--- src/sv/lodsr_pkg.sv ---
`default_nettype none

package lodsr_pkg;

  localparam int RATIO_W = 8;

  localparam logic [15:0] EDGE_SAT   = 16'hFFFF;
  localparam logic [12:0] CORNER_SAT = 13'h1FFF;

  typedef enum logic [1:0] {
    REQ_CLEAR  = 2'd0,
    REQ_SELECT = 2'd1,
    REQ_SEAM   = 2'd2,
    REQ_LOOKUP = 2'd3
  } req_e;

  typedef enum logic [1:0] {
    ST_SWEEP,
    ST_IDLE,
    ST_NODE,
    ST_REGION
  } state_e;

  // statistics update, at most one strobe per finished word
  typedef struct packed {
    logic               clear;
    logic               seam;
    logic [2:0]         corners_old;
    logic [2:0]         corners_new;
    logic [RATIO_W-1:0] ratio;
  } stat_upd_t;

  // stitched perpendicular side pairs of a mask
  function automatic logic [2:0] corners_of(input logic [3:0] m);
    logic [1:0] h;
    logic [1:0] v;
    h = {1'b0, m[0]} + {1'b0, m[1]};
    v = {1'b0, m[2]} + {1'b0, m[3]};
    return 3'(h) * 3'(v);
  endfunction

endpackage

`default_nettype wire

--- src/sv/lodsr_stats.sv ---
`default_nettype none

module lodsr_stats (
  input  wire logic                        clk_i,
  input  wire logic                        rst_ni,
  input  wire lodsr_pkg::stat_upd_t        upd_i,
  output logic [15:0]                      edge_total_o,
  output logic [lodsr_pkg::RATIO_W-1:0]    max_ratio_o,
  output logic [12:0]                      corner_total_o
);

  logic [15:0]                   edge_q, edge_d;
  logic [lodsr_pkg::RATIO_W-1:0] max_q, max_d;
  logic [12:0]                   corner_q, corner_d;
  logic [13:0]                   csum;

  always_comb begin
    edge_d   = edge_q;
    max_d    = max_q;
    corner_d = corner_q;
    // on a seam the corner count only grows: a seam never removes a side bit
    csum = {1'b0, corner_q} + 14'(upd_i.corners_new) - 14'(upd_i.corners_old);
    if (upd_i.clear) begin
      edge_d   = '0;
      max_d    = lodsr_pkg::RATIO_W'(1);
      corner_d = '0;
    end else if (upd_i.seam) begin
      if (edge_q != lodsr_pkg::EDGE_SAT) begin
        edge_d = edge_q + 16'd1;
      end
      if (upd_i.ratio > max_q) begin
        max_d = upd_i.ratio;
      end
      corner_d = (csum > {1'b0, lodsr_pkg::CORNER_SAT}) ? lodsr_pkg::CORNER_SAT : csum[12:0];
    end
  end

  always_ff @(posedge clk_i or negedge rst_ni) begin
    if (!rst_ni) begin
      edge_q   <= '0;
      max_q    <= lodsr_pkg::RATIO_W'(1);
      corner_q <= '0;
    end else begin
      edge_q   <= edge_d;
      max_q    <= max_d;
      corner_q <= corner_d;
    end
  end

  assign edge_total_o   = edge_q;
  assign max_ratio_o    = max_q;
  assign corner_total_o = corner_q;

endmodule

`default_nettype wire

--- config.mk ---
export PLATFORM = sky130hd
export DESIGN_NAME = lodsr_stats
export DESIGN_NICKNAME = d
export VERILOG_FILES = /design/src/sv/lodsr_pkg.sv /design/src/sv/lodsr_stats.sv
export SDC_FILE = /design/constraint.sdc
export NUM_CORES = 1
export LEC_CHECK = 0
export ABC_AREA = 1
export ABC_CLOCK_PERIOD_IN_PS = 3300
export BUFFER_PORTS_ARGS = -buffer_cell sky130_fd_sc_hd__buf_4
export CORE_MARGIN = 10
export CORE_UTILIZATION = 41
export CTS_CLUSTER_SIZE = 40
export DETAILED_ROUTE_END_ITERATION = 10
export PLACE_DENSITY_LB_ADDON = 0.05
export SLEW_MARGIN = 40
export SYNTH_ARGS = -nofsm -noshare
export SYNTH_HDL_FRONTEND = slang
export SYNTH_SLANG_ARGS = --single-unit
export TNS_END_PERCENT = 20
--- constraint.sdc ---
create_clock -name clk_i -period 3.3 [get_ports clk_i]
set_input_delay 0.66 -clock clk_i [delete_from_list [all_inputs] [get_ports clk_i]]
set_output_delay 0.66 -clock clk_i [all_outputs]
set_load 0.02 [all_outputs]
==> metrics.md <==
| Metric | Value |
|---|---|
| Status | `finished clean` |
| Num rows | `31` |
| Most common cell in the netlist | `nand2_1` |
| Antenna Violating Nets Remaining | `0` |
| # DRC | `0` |
| Critical R2R Launch | `corner_total_o[2]` |
| Max layer used | `met4` |
| Clk_lat worst skew | `290 ps` |
| Tot GR Track Use | `0.137` |
| Area of the mapped netlist | `3010 sq um` |
| Metal2 WL | `3650 um` |
| Worst slew pin tran | `544 ps` |
| Dpl cell area | `3500 sq um` |
| Die footprint | `11,200 sq um` |
| Yosys reg bits | `37` |
| Hold Vio Cnt, Final | `0` |
| Endpoints failing setup | `0` |
| Core ar. | `7180 sq um` |
| Routed wl met3 | `387 um` |
| Initial antenna violation count | `0` |
| Resized cells post-CTS | `0` |
| CP Data Required Time | `3490 ps` |
| Worst R2R Path Depth | `15` |
| Synth top area cells | `dfrtp_1, nand2_1, ha_1` |
| Most used DFF post-synth | `dfrtp_1` |
| R2R setup slack | `830 ps` |
| Storage cell area | `927 sq um` |
| Cts bufs inserted | `5` |
| Slew headroom | `0.637` |
| Max-Cap Viols | `0` |
| Area occupied by multi-input gates | `1780 sq um` |
| P_leak | `1.97 nW` |
| Metal-1 WL | `3440 um` |
| Nets@finish | `553` |
| Routed wire per std cell | `12.4 um` |
| Global-route wire length before repair | `13,000 um` |
| Share of synthesized registers carrying an async set or reset | `1.00` |
| Worst VDD drop | `0.237 mV` |
| # fillers | `753` |
| Crit Reg-Reg Endpoint | `corner_total_o[2]` |
| Vias per cell | `4.71` |
| P&R area growth vs syn | `19.5%` |
| Hold Path Class | `primary input to async pin` |
| Num ports | `55` |
| H-tree depth | `2` |
| Post-DP HPWL | `5930 um` |
| Post-synthesis net count | `499` |
| Setup TNS Final | `0 ps` |
| Total number of yosys warnings | `0` |
| Power per standard cell area | `789 nW/um^2` |
| Share of layout cells above drive strength 1 | `0.153` |
| Unrepaired setup endpoints after global routing | `false` |
| Top-area cell type share of the netlist area | `0.300` |
| Grt ovf | `0` |
| Crit Path Class | `primary input to flip-flop` |
| Period minus WS final | `2550 ps` |
| F_max | `0.392 GHz` |
| Largest net degree at the start of global routing | `38` |
| Number of setup buffers added after CTS | `0` |
| Number of library cell types mapped by synthesis | `31` |
| Slew Viols, Final | `0` |
| Starting Density | `0.419` |
| WP data arrival | `2740 ps` |
| Vias in the first global route | `2,798` |
| CTS tree | `yes` |
| Port Buffer Count | `54` |
| Tcrit/Tclk final | `0.774` |
| RePlAce Congestion | `0.831` |
| Number of diodes | `0` |
| Yosys top cell by area | `dfrtp_1` |
| Via count | `2,867` |
| Die H | `106 um` |
| Clock slew seen by the registers of the worst setup and hold paths | `80 ps` |
| Worst Setup End Kind | `flip-flop` |
| 1st-pass router iterations | `4` |
| CP Launch Type | `primary input` |
| Cells after synthesis | `455` |
| CTS Sinks | `37` |
| Root buf cell | `clkbuf_8` |
| Register area share after synthesis | `0.308` |
| Clk_skew | `6.92 ps` |
| Post-CTS Hold Buffers | `0` |
| Mapped Avg Cell Area | `6.61 sq um` |
| Critical-path maximum fanout | `13` |
| Die X | `106 um` |
| WL final | `7540 um` |
| Post-Layout Inst Area | `3590 sq um` |
| Commonest cells post-synth | `nand2_1, inv_1, dfrtp_1, nand3_1, nor2_1` |
| Post-synth EDFFs | `0` |
| Max Buffers Root-to-Sink | `2` |
| DRT iter0 DRCs | `127` |
## logic make-up (layout without fill, tap and decap cells)
logic type	Yosys count	in the layout	share of synthesized area
fa+ha+maj	26	26	0.116
xor+xnor	12	12	0.0349
buf+inv	78	133	0.101
compound gates	31	31	0.0599
simple gates	271	271	0.380
flops	37	37	0.308
## worst max-delay path by stage
stage	from	endpoint	depth (start not counted)
6_report	upd_i[10]	corner_total_o[2]	16
5_1_grt	upd_i[10]	corner_total_o[3]	16
4_1_cts	upd_i[10]	corner_total_o[7]	16
3_5_place_dp	upd_i[10]	corner_total_o[3]	16
3_3_place_gp	upd_i[10]	corner_total_o[3]	16
2_1_floorplan	upd_i[10]	corner_total_o[4]	16
## registers in the layout, indices dropped and copies added (netlist names)
| register | flops |
|---|---|
| corner_total_o | 13 |
| max_ratio_o | 8 |
| edge_total_o | 16 |
## critical path, stage by stage
cell and delay (ps):
buf_4 80, inv_1 40, fa_1 520, inv_1 40, ha_1 390, nand2_1 80
nor2_1 130, nand2_1 60, nand3_1 110, nand2_1 90, nand2_1 70, nand2_1 50
nand2_2 210, nand2_1 90, nand2_1 70, nand2_1 50
## stage by stage
stage / utilization / setup WS (ps) / hold WS (ps) / power, mW / instances
2_1_floorplan: - / 731 / 364 / 2.07 / 455
3_3_place_gp: 0.488 / 417 / 499 / 2.55 / 601
3_5_place_dp: 0.488 / 396 / 502 / 2.54 / 601
4_1_cts: 0.500 / 710 / 346 / 2.87 / 609
5_1_grt: 0.501 / 479 / 355 / 3.18 / 609
6_report: 0.501 / 747 / 326 / 2.84 / 609
## per-layer routing
metal,track usage,vias to the layer above
met5,0,-
met4,0.0319,0
met3,0.0335,5
met2,0.237,54
met1,0.168,1279
li1,-,1529
## area by class of cell
cell class / count / share of cell area
Multi-Input combinational cell: 340 / 0.497
Inverter: 70 / 0.0731
Sequential cell: 37 / 0.258
Clock buffer: 6 / 0.0202
Tap cell: 99 / 0.0345
Clock inverter: 2 / 0.00279
Timing Repair Buffer: 55 / 0.115
## cell usage in the layout, fill, tap and decap left out, types with 8 or more instances in the layout
cell type / netlist / final
ha_1: 23 / 23
nor2_1: 35 / 33
nand4_1: 10 / 10
dfrtp_1: 36 / 36
nand3_1: 35 / 35
nand2_1: 176 / 176
buf_4: 1 / 55
xor2_1: 8 / 8
a21oi_1: 13 / 13
inv_1: 69 / 69
## power by group
group	internal (mW)	leakage, nW	total (mW)	switching [mW]
Clock	0.147	0.0450	0.313	0.166
Combinational	0.704	1.43	1.89	1.18
Sequential	0.537	0.494	0.635	0.0979
Note: power is estimated with default switching activity, not from simulation.
